===== config.mk =====
export PLATFORM = sky130hd
export DESIGN_NAME = auto_door_controller
export DESIGN_NICKNAME = d
export VERILOG_FILES = /design/src/design/adc_pkg.sv /design/src/design/auto_door_controller.sv
export SDC_FILE = /design/constraint.sdc
export NUM_CORES = 1
export LEC_CHECK = 0
export ABC_AREA = 1
export BUFFER_PORTS_ARGS = -buffer_cell sky130_fd_sc_hd__clkbuf_2
export CAP_MARGIN = 0
export CORE_AREA = 2 2 206 208
export CTS_BUF_LIST = sky130_fd_sc_hd__clkbuf_2 sky130_fd_sc_hd__clkbuf_4 sky130_fd_sc_hd__clkbuf_8
export DETAILED_ROUTE_END_ITERATION = 12
export DIE_AREA = 0 0 208 210
export PLACE_DENSITY = 0.76
export SLEW_MARGIN = 10
export SYNTH_ARGS = -nofsm -noshare
export SYNTH_HDL_FRONTEND = slang
export SYNTH_SLANG_ARGS = --single-unit

===== constraint.sdc =====
create_clock -name clock -period 6.9 [get_ports clock]
set_input_delay 0.345 -clock clock [delete_from_list [all_inputs] [get_ports clock]]
set_output_delay 0.345 -clock clock [all_outputs]
set_load 0.005 [all_outputs]

===== src/design/adc_pkg.sv =====
`default_nettype none

package adc_pkg;

   localparam int unsigned CSR_INDEX_W = 3;
   localparam int unsigned CSR_DATA_W  = 16;

   typedef enum logic [2:0] {
      MODE_CLOSED    = 3'd0,
      MODE_OPENING   = 3'd1,
      MODE_OPEN      = 3'd2,
      MODE_CLOSING   = 3'd3,
      MODE_EMERGENCY = 3'd4
   } door_mode_type;

   typedef enum logic [1:0] {
      CMD_UPDATE      = 2'd0,
      CMD_MANUAL_OPEN = 2'd1,
      CMD_SET_EMERG   = 2'd2,
      CMD_CLEAR_EMERG = 2'd3
   } cmd_type;

   localparam logic [CSR_INDEX_W-1:0] REG_CLOSED_ANGLE     = 3'd0;
   localparam logic [CSR_INDEX_W-1:0] REG_OPEN_ANGLE       = 3'd1;
   localparam logic [CSR_INDEX_W-1:0] REG_DETECT_DISTANCE  = 3'd2;
   localparam logic [CSR_INDEX_W-1:0] REG_HOLD_OPEN        = 3'd3;
   localparam logic [CSR_INDEX_W-1:0] REG_DEBOUNCE         = 3'd4;
   localparam logic [CSR_INDEX_W-1:0] REG_STEP_INTERVAL    = 3'd5;
   localparam logic [CSR_INDEX_W-1:0] REG_BUTTON_ENABLE    = 3'd6;

   localparam logic [7:0]  CLOSED_ANGLE_RST    = 8'd0;
   localparam logic [7:0]  OPEN_ANGLE_RST      = 8'd90;
   localparam logic [8:0]  DETECT_DISTANCE_RST = 9'd50;
   localparam logic [15:0] HOLD_OPEN_RST       = 16'd5000;
   localparam logic [15:0] DEBOUNCE_RST        = 16'd50;
   localparam logic [15:0] STEP_INTERVAL_RST   = 16'd15;
   localparam logic        BUTTON_ENABLE_RST   = 1'b1;

   localparam logic [14:0] ECHO_TIMEOUT_US = 15'd30000;
   localparam logic [19:0] CM_PER_US_NUM   = 20'd17;
   localparam logic [19:0] CM_PER_US_DEN   = 20'd1000;

   localparam logic [15:0] CLIENTS_MAX = 16'hFFFF;

endpackage

`default_nettype wire


===== src/design/auto_door_controller.sv =====
// Pipeline: a request passes the input register, then the result register, before its result
// is valid; the state update is one combinational pass between them.
// Throughput: one request per cycle; the result register stalls the input register only
// when a result is waiting and rsp_ready is low.
// Reset: synchronous, active high; door closed at the reset closed angle, counters and
// timestamps cleared, configuration registers at their reset values, both stages empty.
`default_nettype none

module auto_door_controller (
   input  wire logic                              clock,
   input  wire logic                              reset,

   input  wire logic                              req_valid,
   output logic                                   req_ready,
   input  wire logic [1:0]                        req_cmd,
   input  wire logic [31:0]                       req_now_ms,
   input  wire logic                              req_button_level,
   input  wire logic [14:0]                       req_echo_width_us,
   input  wire logic                              req_emergency,

   output logic                                   rsp_valid,
   input  wire logic                              rsp_ready,
   output logic [2:0]                             rsp_door_state,
   output logic [7:0]                             rsp_servo_angle,
   output logic [15:0]                            rsp_client_count,

   input  wire logic                              csr_we,
   input  wire logic [adc_pkg::CSR_INDEX_W-1:0]   csr_index,
   input  wire logic [adc_pkg::CSR_DATA_W-1:0]    csr_wdata
);

   logic [7:0]  closed_angle_ff;
   logic [7:0]  open_angle_ff;
   logic [8:0]  detect_distance_ff;
   logic [15:0] hold_open_ff;
   logic [15:0] debounce_ff;
   logic [15:0] step_interval_ff;
   logic        button_enable_ff;

   logic                 in_valid_ff;
   adc_pkg::cmd_type     req_cmd_ff;
   logic [31:0]          req_now_ff;
   logic                 req_button_level_ff;
   logic [14:0]          req_echo_width_ff;
   logic                 req_emergency_ff;

   adc_pkg::door_mode_type door_mode_ff, door_mode_in;
   logic [7:0]   angle_ff, angle_in;
   logic [31:0]  open_since_ff, open_since_in;
   logic [31:0]  last_step_ff, last_step_in;
   logic         btn_level_ff, btn_level_in;
   logic [31:0]  btn_change_ff, btn_change_in;
   logic [15:0]  clients_ff, clients_in;

   logic         rsp_valid_ff;
   logic [2:0]   rsp_door_state_ff;
   logic [7:0]   rsp_servo_angle_ff;
   logic [15:0]  rsp_client_count_ff;

   logic         out_ok;
   logic         advance;

   logic         btn_changed;
   logic [31:0]  btn_change_eff;
   logic [31:0]  btn_delta;
   logic         pressed;
   logic [19:0]  echo_scaled;
   logic [9:0]   detect_plus_one;
   logic [19:0]  echo_limit;
   logic         client_present;
   logic [15:0]  clients_inc;
   logic [7:0]   step_target;
   logic         step_ok;
   logic [7:0]   angle_step;
   logic         target_reached;
   logic [31:0]  open_since_eff;
   logic         hold_done;

   // configuration registers
   always_ff @(posedge clock) begin
      if (reset) begin
         closed_angle_ff    <= adc_pkg::CLOSED_ANGLE_RST;
         open_angle_ff      <= adc_pkg::OPEN_ANGLE_RST;
         detect_distance_ff <= adc_pkg::DETECT_DISTANCE_RST;
         hold_open_ff       <= adc_pkg::HOLD_OPEN_RST;
         debounce_ff        <= adc_pkg::DEBOUNCE_RST;
         step_interval_ff   <= adc_pkg::STEP_INTERVAL_RST;
         button_enable_ff   <= adc_pkg::BUTTON_ENABLE_RST;
      end else if (csr_we) begin
         case (csr_index)
            adc_pkg::REG_CLOSED_ANGLE:    closed_angle_ff    <= csr_wdata[7:0];
            adc_pkg::REG_OPEN_ANGLE:      open_angle_ff      <= csr_wdata[7:0];
            adc_pkg::REG_DETECT_DISTANCE: detect_distance_ff <= csr_wdata[8:0];
            adc_pkg::REG_HOLD_OPEN:       hold_open_ff       <= csr_wdata;
            adc_pkg::REG_DEBOUNCE:        debounce_ff        <= csr_wdata;
            adc_pkg::REG_STEP_INTERVAL:   step_interval_ff   <= csr_wdata;
            adc_pkg::REG_BUTTON_ENABLE:   button_enable_ff   <= csr_wdata[0];
            default: ;
         endcase
      end
   end

   assign out_ok    = !rsp_valid_ff || rsp_ready;
   assign advance   = in_valid_ff && out_ok;
   assign req_ready = !in_valid_ff || out_ok;

   // input register
   always_ff @(posedge clock) begin
      if (reset) begin
         in_valid_ff <= 1'b0;
      end else if (req_ready) begin
         in_valid_ff <= req_valid;
      end
   end

   always_ff @(posedge clock) begin
      if (req_valid && req_ready) begin
         req_cmd_ff          <= adc_pkg::cmd_type'(req_cmd);
         req_now_ff          <= req_now_ms;
         req_button_level_ff <= req_button_level;
         req_echo_width_ff   <= req_echo_width_us;
         req_emergency_ff    <= req_emergency;
      end
   end

   // button debounce
   assign btn_changed    = req_button_level_ff != btn_level_ff;
   assign btn_change_eff = btn_changed ? req_now_ff : btn_change_ff;
   assign btn_delta      = req_now_ff - btn_change_eff;
   assign pressed        = button_enable_ff && !req_button_level_ff
                           && (btn_delta > {16'b0, debounce_ff});

   // distance check: 1 <= floor(w*17/1000) <= detect  <=>  1000 <= w*17 < (detect+1)*1000
   assign echo_scaled     = {5'b0, req_echo_width_ff} * adc_pkg::CM_PER_US_NUM;
   assign detect_plus_one = {1'b0, detect_distance_ff} + 10'd1;
   assign echo_limit      = {10'b0, detect_plus_one} * adc_pkg::CM_PER_US_DEN;
   assign client_present  = (req_echo_width_ff != 15'd0)
                            && (req_echo_width_ff <= adc_pkg::ECHO_TIMEOUT_US)
                            && (echo_scaled >= adc_pkg::CM_PER_US_DEN)
                            && (echo_scaled < echo_limit);

   assign clients_inc = (clients_ff == adc_pkg::CLIENTS_MAX) ? clients_ff
                                                             : clients_ff + 16'd1;

   // servo step toward the target of the current motion
   assign step_target = (door_mode_ff == adc_pkg::MODE_OPENING) ? open_angle_ff
                                                                : closed_angle_ff;
   assign step_ok     = (req_now_ff - last_step_ff) >= {16'b0, step_interval_ff};
   always_comb begin
      if (angle_ff < step_target) begin
         angle_step = angle_ff + 8'd1;
      end else if (angle_ff > step_target) begin
         angle_step = angle_ff - 8'd1;
      end else begin
         angle_step = angle_ff;
      end
   end
   assign target_reached = step_ok && (angle_step == step_target);

   assign open_since_eff = pressed ? req_now_ff : open_since_ff;
   assign hold_done      = (req_now_ff - open_since_eff) >= {16'b0, hold_open_ff};

   // next door state
   always_comb begin
      door_mode_in  = door_mode_ff;
      angle_in      = angle_ff;
      open_since_in = open_since_ff;
      last_step_in  = last_step_ff;
      btn_level_in  = btn_level_ff;
      btn_change_in = btn_change_ff;
      clients_in    = clients_ff;
      case (req_cmd_ff)
         adc_pkg::CMD_UPDATE: begin
            if (button_enable_ff) begin
               btn_level_in  = pressed ? 1'b1 : req_button_level_ff;
               btn_change_in = btn_change_eff;
            end
            if (door_mode_ff != adc_pkg::MODE_EMERGENCY) begin
               if (req_emergency_ff) begin
                  door_mode_in = adc_pkg::MODE_EMERGENCY;
               end else begin
                  case (door_mode_ff)
                     adc_pkg::MODE_CLOSED: begin
                        if (client_present || pressed) begin
                           clients_in   = clients_inc;
                           door_mode_in = adc_pkg::MODE_OPENING;
                        end
                     end
                     adc_pkg::MODE_OPENING: begin
                        if (step_ok) begin
                           last_step_in = req_now_ff;
                           angle_in     = angle_step;
                        end
                        if (target_reached) begin
                           door_mode_in  = adc_pkg::MODE_OPEN;
                           open_since_in = req_now_ff;
                        end
                     end
                     adc_pkg::MODE_OPEN: begin
                        open_since_in = open_since_eff;
                        if (hold_done) begin
                           door_mode_in = adc_pkg::MODE_CLOSING;
                        end
                     end
                     adc_pkg::MODE_CLOSING: begin
                        if (pressed) begin
                           door_mode_in = adc_pkg::MODE_OPENING;
                        end else begin
                           if (step_ok) begin
                              last_step_in = req_now_ff;
                              angle_in     = angle_step;
                           end
                           if (target_reached) begin
                              door_mode_in = adc_pkg::MODE_CLOSED;
                           end
                        end
                     end
                     default: ;
                  endcase
               end
            end
         end
         adc_pkg::CMD_MANUAL_OPEN: begin
            if (door_mode_ff == adc_pkg::MODE_CLOSED
                || door_mode_ff == adc_pkg::MODE_CLOSING) begin
               clients_in   = clients_inc;
               door_mode_in = adc_pkg::MODE_OPENING;
            end
         end
         adc_pkg::CMD_SET_EMERG: begin
            door_mode_in = adc_pkg::MODE_EMERGENCY;
         end
         adc_pkg::CMD_CLEAR_EMERG: begin
            angle_in     = closed_angle_ff;
            door_mode_in = adc_pkg::MODE_CLOSED;
         end
         default: ;
      endcase
   end

   // door state registers
   always_ff @(posedge clock) begin
      if (reset) begin
         door_mode_ff  <= adc_pkg::MODE_CLOSED;
         angle_ff      <= adc_pkg::CLOSED_ANGLE_RST;
         open_since_ff <= 32'd0;
         last_step_ff  <= 32'd0;
         btn_level_ff  <= 1'b1;
         btn_change_ff <= 32'd0;
         clients_ff    <= 16'd0;
      end else if (advance) begin
         door_mode_ff  <= door_mode_in;
         angle_ff      <= angle_in;
         open_since_ff <= open_since_in;
         last_step_ff  <= last_step_in;
         btn_level_ff  <= btn_level_in;
         btn_change_ff <= btn_change_in;
         clients_ff    <= clients_in;
      end
   end

   // result register
   always_ff @(posedge clock) begin
      if (reset) begin
         rsp_valid_ff <= 1'b0;
      end else if (out_ok) begin
         rsp_valid_ff <= in_valid_ff;
      end
   end

   always_ff @(posedge clock) begin
      if (advance) begin
         rsp_door_state_ff   <= door_mode_in;
         rsp_servo_angle_ff  <= angle_in;
         rsp_client_count_ff <= clients_in;
      end
   end

   assign rsp_valid        = rsp_valid_ff;
   assign rsp_door_state   = rsp_door_state_ff;
   assign rsp_servo_angle  = rsp_servo_angle_ff;
   assign rsp_client_count = rsp_client_count_ff;

   a_result_follows: assert property (@(posedge clock) disable iff (reset)
      advance |=> rsp_valid_ff)
      else $error("transfer into result register lost");

   a_clients_monotonic: assert property (@(posedge clock) disable iff (reset)
      1'b1 |=> clients_ff >= $past(clients_ff))
      else $error("client counter decreased");

   a_angle_single_step: assert property (@(posedge clock) disable iff (reset)
      advance && req_cmd_ff != adc_pkg::CMD_CLEAR_EMERG |=>
         (angle_ff == $past(angle_ff) || angle_ff == $past(angle_ff) + 8'd1
          || angle_ff == $past(angle_ff) - 8'd1))
      else $error("servo angle moved more than one degree");

   a_emergency_sticky: assert property (@(posedge clock) disable iff (reset)
      advance && door_mode_ff == adc_pkg::MODE_EMERGENCY
         && req_cmd_ff != adc_pkg::CMD_CLEAR_EMERG
      |=> door_mode_ff == adc_pkg::MODE_EMERGENCY)
      else $error("emergency left without clear command");

endmodule

`default_nettype wire

==> results of run 1 <==
## area by class of cell
| class | count | share of cell area [%] |
|---|---|---|
| multi-input cells | 2334 | 51.0 |
| flip-flops and latches | 278 | 22.3 |
| repair buffers | 501 | 13.1 |
| inverters | 574 | 7.59 |
| clock buffers | 68 | 3.02 |
| well taps | 539 | 2.36 |
| clock inverters | 24 | 0.632 |
## synth_stat cells, types with 2 or more instances
library cell    n  area (µm²)
a211oi_1       12        90.1
a21boi_0        4        30.0
a21o_1          8        60.1
a21oi_1       340        1700
a221oi_1        3        26.3
a31oi_1         3        18.8
and2_1          4        25.0
buf_1           5        18.8
buf_2           3        15.0
buf_6           2        22.5
clkbuf_1       76         285
clkinv_1        4        15.0
dfxtp_1       200        4000
edfxtp_1       78        2340
fa_1           32         641
ha_1          222        2780
inv_1         554        2080
inv_2          16        60.1
mux2i_1         8        80.1
nand2_1       613        2300
nand2_2        28         175
nand2_4         2        22.5
nand3_1       144         721
nand3_2        19         190
nand3b_1        7        52.6
nand4_1        45         282
nor2_1        223         837
nor2_2          8        50.1
nor3_1         40         200
nor3_2          2        20.0
nor4_1         10        62.6
o2111ai_1       2        17.5
o211ai_1       25         188
o21a_1          5        37.5
o21ai_0       337        1690
o21ai_1        20         100
o21ai_2         3        26.3
o21bai_1       17         128
o221ai_1       17         149
o22ai_1         5        31.3
o31ai_1         2        15.0
or2_2           7        43.8
xnor2_1        25         219
xor2_1         79         692
## state kept, by name, indices dropped and copies added, names as in the netlist, 2 cells and up
name and count:
btn_change_ff 32, last_step_ff 32, open_since_ff 32, req_now_ff 32, clients_ff 16, debounce_ff 16
hold_open_ff 16, rsp_client_count 16, step_interval_ff 16, req_echo_width_ff 15, detect_distance_ff 9, angle_ff 8
closed_angle_ff 8, open_angle_ff 8, rsp_servo_angle 8, door_mode_ff 3, rsp_door_state 3, req_cmd_ff 2
## metal layers
layer	GRT usage, %	part of all wire (%)
met1	39.8	42
met5	0	0
met4	14.7	4.9
met2	55.8	48
met3	3.64	5.4
## worst reg2reg max path, delay by kind of cell (launching register included)
family	cells	cell delay (ns)
buffers and inverters	7	0.53
AOI/OAI and AO/OA	9	1.29
and+or+nand+nor	34	3.39
muxes	1	0.28
adders and majority gates	4	1.07
DFF	1	0.46
xor gates and xnor gates	2	0.28
## worst paths after layout
check / from / end / slack, ns
worst max-delay path: req_button_level_ff / rsp_door_state[0] / -0.62
worst min-delay path: csr_wdata[1] / detect_distance_ff[1] / 0.10
worst max register to register: req_button_level_ff / rsp_door_state[0] / -0.62
worst min register to register: btn_change_ff[24] / btn_change_ff[24] / 0.45
## per-stage QoR
step                      util (%)  cells
after floorplan                  -   3272
after global placement        62.3   4127
after detailed placement      62.3   4127
after CTS                     67.4   4303
after global routing          68.8   4318
final                         68.8   4318
## cells by family (layout without fill, tap and decap cells)
logic type      count (synthesis)  after routing  synth area share (%)
mux                             8              8                 0.353
xor+xnor                      104            104                  4.02
flops                         278            278                  28.0
buf+inv                       661           1167                  11.1
compound gates                811            811                  19.3
fa+ha+maj                     254            254                  15.1
simple gates                 1156           1157                  22.1
## what timing repair did
action | 4_1_cts | 5_1_grt
resized for setup | 79 | 94
cloned | 1 | 1
setup buffers | 30 | 14
endpoints found under the setup margin | 34 | 34
endpoints found under the hold margin | 53 | 0
hold buffers | 53 | 0
pin swaps | 42 | 86
## power by group through the flow
stage | Clock [mW] | Combinational, mW | Sequential (mW)
2_1_floorplan | 0 | 1.44 | 1.83
6_report | 1.64 | 2.55 | 1.81
3_3_place_gp | 0 | 2.17 | 1.84
4_1_cts | 1.65 | 2.36 | 1.81
3_5_place_dp | 0 | 2.23 | 1.84
5_1_grt | 1.73 | 2.82 | 1.82
==> impl_metrics.tcl, run 1 <==
set metrics [dict create \
    hold-worst-slack_ns 0.104 \
    yosys_warnings 0 \
    syn_nets 3601 \
    antenna_found_initial 0 \
    slowest_stage "edfxtp_1" \
    grt_usage_pct 32.0 \
    pin_count 104 \
    rr_worst_depth 57 \
    hold_path_class "in2reg" \
    syn_area_per_cell_um2 6.93 \
    finClkSkew_ns 0.0259 \
    violations "setup timing" \
    max_stage_delay_ns 0.46 \
    htreeDepth 2 \
    pre_cts_slack_ns -0.583 \
    whs_path_depth 3 \
    clk_pin_slew_worst_paths_ns 0.06 \
    die_w_um 208 \
    post-route-min-period_ns 7.52 \
    clockBufferDepth 3 \
    ir_worst_vdd_mv 0.160 \
    coreArea_um2 41500 \
    final_common_cell "nand2_1" \
    power_mw 6.00 \
    path_common_cell "nand2_2" \
    start_util_pct 54.6 \
    crit_required_ns 7.29 \
    gp_congestion 0.955 \
    nets 4067 \
    mostFrequentLayoutCells "nand2_1, inv_1, buf_4" \
    setup_violations 33 \
    yosysUniqueCellTypes 57 \
    ys_seq_elements 278 \
    placed_cell_area_um2 25800 \
    syn2layout_area_growth_pct 25.8 \
    die_h_um 210 \
    drt_iter0_drc 1866 \
    synth_edf_count 78 \
    switching_share_pct 37.0 \
    status "finished, violations left" \
    drtAntennaViolNets 0 \
    rows 75 \
    crit_cells 57 \
    port_buffers 103 \
    vias 23800 \
    finalWirelength_um 72600 \
    tightest_slew_ns 1.00 \
    power.net_switching_mw 2.22 \
    leakage_nw 13.9 \
    clkSinkCount 278 \
    pwr-share-comb_pct 42.5 \
    crit_arrival_ns 7.92 \
    yosysSeqAreaShare_pct 28.0 \
    cp_top_family "simple AND/OR/NAND/NOR gates" \
    grt_pass1_wl_um 114000 \
    drc 0 \
    hold_violations 0 \
    multi_input_area_um2 14600 \
    syn-instance-count 3272 \
    dr.pass1.iters 6 \
    root_buffer "clkbuf_8" \
    path_max_fanout 7 \
    fillerInstances 3411 \
    tns_ns -3.94 \
    period_share_pct 109 \
    crit_buf_inv 7 \
    timing.slew.headroom_pct 32.6 \
    drv_cap 0 \
    grt_pass1_vias 22900 \
    wl_per_cell_um 16.8 \
    grt_max_degree 94 \
    vias_per_cell 5.50 \
    grt-ovfl-total 0 \
    startpoint_type "flip-flop" \
    synth_ff_type "dfxtp_1" \
    power_frac_clock_pct 27.3 \
    endpoint_kind "flip-flop" \
    fp.dieArea_um2 43700 \
    setup_slack_ns -0.624 \
    worstSkewPairLatency_ns 0.66 \
    cts_tree "built" \
    design_area_um2 28500 \
    p_seq_share_pct 30.2 \
    rsz0062_at_grt "true" \
    synthArstFlopShare_pct 0 \
    synth_area_um2 22700 \
    cts_buffers 49 \
    antennaDiodeCount 0 \
    fmaxAchievable_ghz 0.133 \
    drive_gt1_share_pct 19.9 \
    power.internal_mw 3.78 \
    drv_slew 0 \
    crit_type "reg2reg" \
    regArea_um2 6350 \
    dp_hpwl_um 54400 \
    cellPowerDensity_nw_per_um2 211 \
]
Note: power is estimated with default switching activity, not from simulation.
==> run 2: changes to the inputs <==
--- a/config.mk
+++ b/config.mk
@@ -8,10 +8,10 @@
 export ABC_AREA = 1
 export BUFFER_PORTS_ARGS = -buffer_cell sky130_fd_sc_hd__clkbuf_2
 export CAP_MARGIN = 0
-export CORE_AREA = 2 2 206 208
+export CORE_AREA = 2 2 147 293
 export CTS_BUF_LIST = sky130_fd_sc_hd__clkbuf_2 sky130_fd_sc_hd__clkbuf_4 sky130_fd_sc_hd__clkbuf_8
 export DETAILED_ROUTE_END_ITERATION = 12
-export DIE_AREA = 0 0 208 210
+export DIE_AREA = 0 0 149 295
 export PLACE_DENSITY = 0.76
 export SLEW_MARGIN = 10
 export SYNTH_ARGS = -nofsm -noshare
==> run 2 against run 1 <==
Against the previous run:
- utilization grew 1.1 points
- sequential power is essentially flat
- sequential share of layout area shrank 0.41 points
- clock skew grew 0.00069 ns
- largest cell class unchanged
- the run still ends with setup timing left
- routed wire length grew 12%
- largest power group unchanged
- fmax grew 1.8%
- combinational power grew 11%
==> impl_metrics.tcl, run 2 (synthesis results as in run 1) <==
set metrics [dict create \
    crit_buf_inv 19 \
    endpoint_kind "flip-flop" \
    tightest_slew_ns 1.08 \
    cts_buffers 42 \
    rows 106 \
    r2r_slack_ns -0.49 \
    setup_violations 34 \
    finalWirelength_um 81500 \
    slowest_stage "fa_1" \
    coreArea_um2 41600 \
    pin_count 104 \
    grt-ovfl-total 0 \
    drc 0 \
    hold_violations 0 \
    period_share_pct 107 \
    fp.dieArea_um2 44000 \
    crit_type "reg2reg" \
    drv_cap 0 \
    place_inst 4174 \
    syn2layout_area_growth_pct 28.3 \
    timing.slew.headroom_pct 27.6 \
    crit_cells 41 \
    path_max_fanout 3 \
    final_util_pct 69.8 \
    grt_pass1_vias 24900 \
    gp_congestion 0.996 \
    path_common_cell "buf_4" \
    dr.pass1.iters 8 \
    post-route-min-period_ns 7.39 \
    pre_cts_slack_ns -0.650 \
    drv_slew 0 \
    cellPowerDensity_nw_per_um2 216 \
    clockBufferDepth 3 \
    startpoint_type "flip-flop" \
    r2r-end "rsp_door_state[0]" \
    die_h_um 295 \
    clk_pin_slew_worst_paths_ns 0.08 \
    start_util_pct 54.4 \
    cts_tree "built" \
    port_buffers 103 \
    grt_max_degree 93 \
    root_buffer "clkbuf_8" \
    nets 4111 \
    grt_usage_pct 36.3 \
    power_frac_clock_pct 26.2 \
    cp_top_family "adder cells" \
    switching_share_pct 37.6 \
    reg2reg_from "detect_distance_ff[1]" \
    vias 24500 \
    final_common_cell "nand2_1" \
    ir_worst_vdd_mv 0.172 \
    drt_iter0_drc 1321 \
    drive_gt1_share_pct 21.5 \
    drtAntennaViolNets 0 \
    finClkSkew_ns 0.0266 \
    max_stage_delay_ns 0.59 \
    p_seq_share_pct 28.8 \
    tns_ns -10.51 \
    rr_worst_depth 41 \
    crit_arrival_ns 7.75 \
    pwr-share-comb_pct 45.0 \
    vias_per_cell 5.61 \
    power.internal_mw 3.92 \
    die_w_um 149 \
    wl_per_cell_um 18.7 \
    violations "setup timing" \
    fmaxAchievable_ghz 0.135 \
    leakage_nw 14.1 \
    antenna_found_initial 4 \
    mostFrequentLayoutCells "nand2_1, inv_1, buf_4" \
    power.net_switching_mw 2.36 \
    rsz0062_at_grt "true" \
    clkSinkCount 278 \
    crit_required_ns 7.26 \
    status "finished, violations left" \
    crit_end "rsp_door_state[0]" \
    htreeDepth 2 \
    whs_path_depth 4 \
    setup_slack_ns -0.492 \
    worstSkewPairLatency_ns 0.61 \
    dp_hpwl_um 60400 \
    final_cell_count_no_fill 4358 \
    grt_pass1_wl_um 125000 \
    critPathLaunch "detect_distance_ff[1]" \
    hold_path_class "in2reg" \
]
## run 2: changes by cell type in the layout (fill, tap and decap cells not counted), sizes merged
cell         previous run  this run
clkinv                 24        14
clkbuf                172       161
inv                   569       572
buf                   344       398
bufinv                  2         5
dlygate4sd3            53        51
diode                   0         2
## run 2: worst register-to-register path: cells and delay by family (launching register included)
kind	cells	cell delay (ns)
fa+ha+maj	7	2.91
buf+inv	19	2.05
flops	1	0.40
simple gates	6	0.44
xor+xnor	2	0.31
compound gates	7	1.07
## run 2: per-stage QoR
stage          area [µm²]  power [mW]  hold WS [ns]
5_1_grt             29100        6.65        0.0400
6_report            29100        6.28        0.0458
4_1_cts             28600        6.09        0.0233
2_1_floorplan       22800        3.27         0.427
3_3_place_gp        26200        4.08         0.434
3_5_place_dp        26200        4.15         0.442
## run 2: area by class of cell
class	instances	area [µm²]
Sequential cell	278	6360
Antenna cell	2	5.00
Clock inverter	20	241
Timing Repair Buffer	552	4170
Fill cell	3416	12600
Inverter	574	2170
Tap cell	540	676
Multi-Input combinational cell	2334	14700
Clock buffer	58	748
## run 2: what timing repair did
action,in CTS,in global routing
hold endpoints to repair,51,0
resized for setup,131,87
gates cloned,4,0
hold buffers,51,0
pin swaps,85,58
buffers inserted,41,15
setup endpoints to repair,34,34
## run 2: layer usage
layer | track usage (%) | part of all wire (%) | vias to the layer above
met2 | 68.4 | 52 | 973
li1 | - | - | 11800
met3 | 5.08 | 5.0 | 434
met1 | 31.4 | 31 | 11200
met5 | 0 | 0.029 | -
met4 | 36.0 | 12 | 4
## run 2: power by group through the flow
stage | clock network [mW] | logic, mW | registers (mW)
3_3_place_gp | 0 | 2.24 | 1.84
4_1_cts | 1.66 | 2.63 | 1.81
6_report | 1.64 | 2.83 | 1.81
2_1_floorplan | 0 | 1.44 | 1.83
5_1_grt | 1.72 | 3.12 | 1.82
3_5_place_dp | 0 | 2.31 | 1.84
## run 2: worst min-delay path by stage
stage	startpoint	endpoint	slack, ns
after floorplan	btn_change_ff[13]	btn_change_ff[13]	0.43
after global placement	btn_change_ff[17]	btn_change_ff[17]	0.43
after detailed placement	open_angle_ff[1]	open_angle_ff[1]	0.44
after CTS	req_valid	in_valid_ff	0.02
after global routing	rsp_ready	rsp_valid	0.04
final	rsp_ready	rsp_valid	0.05
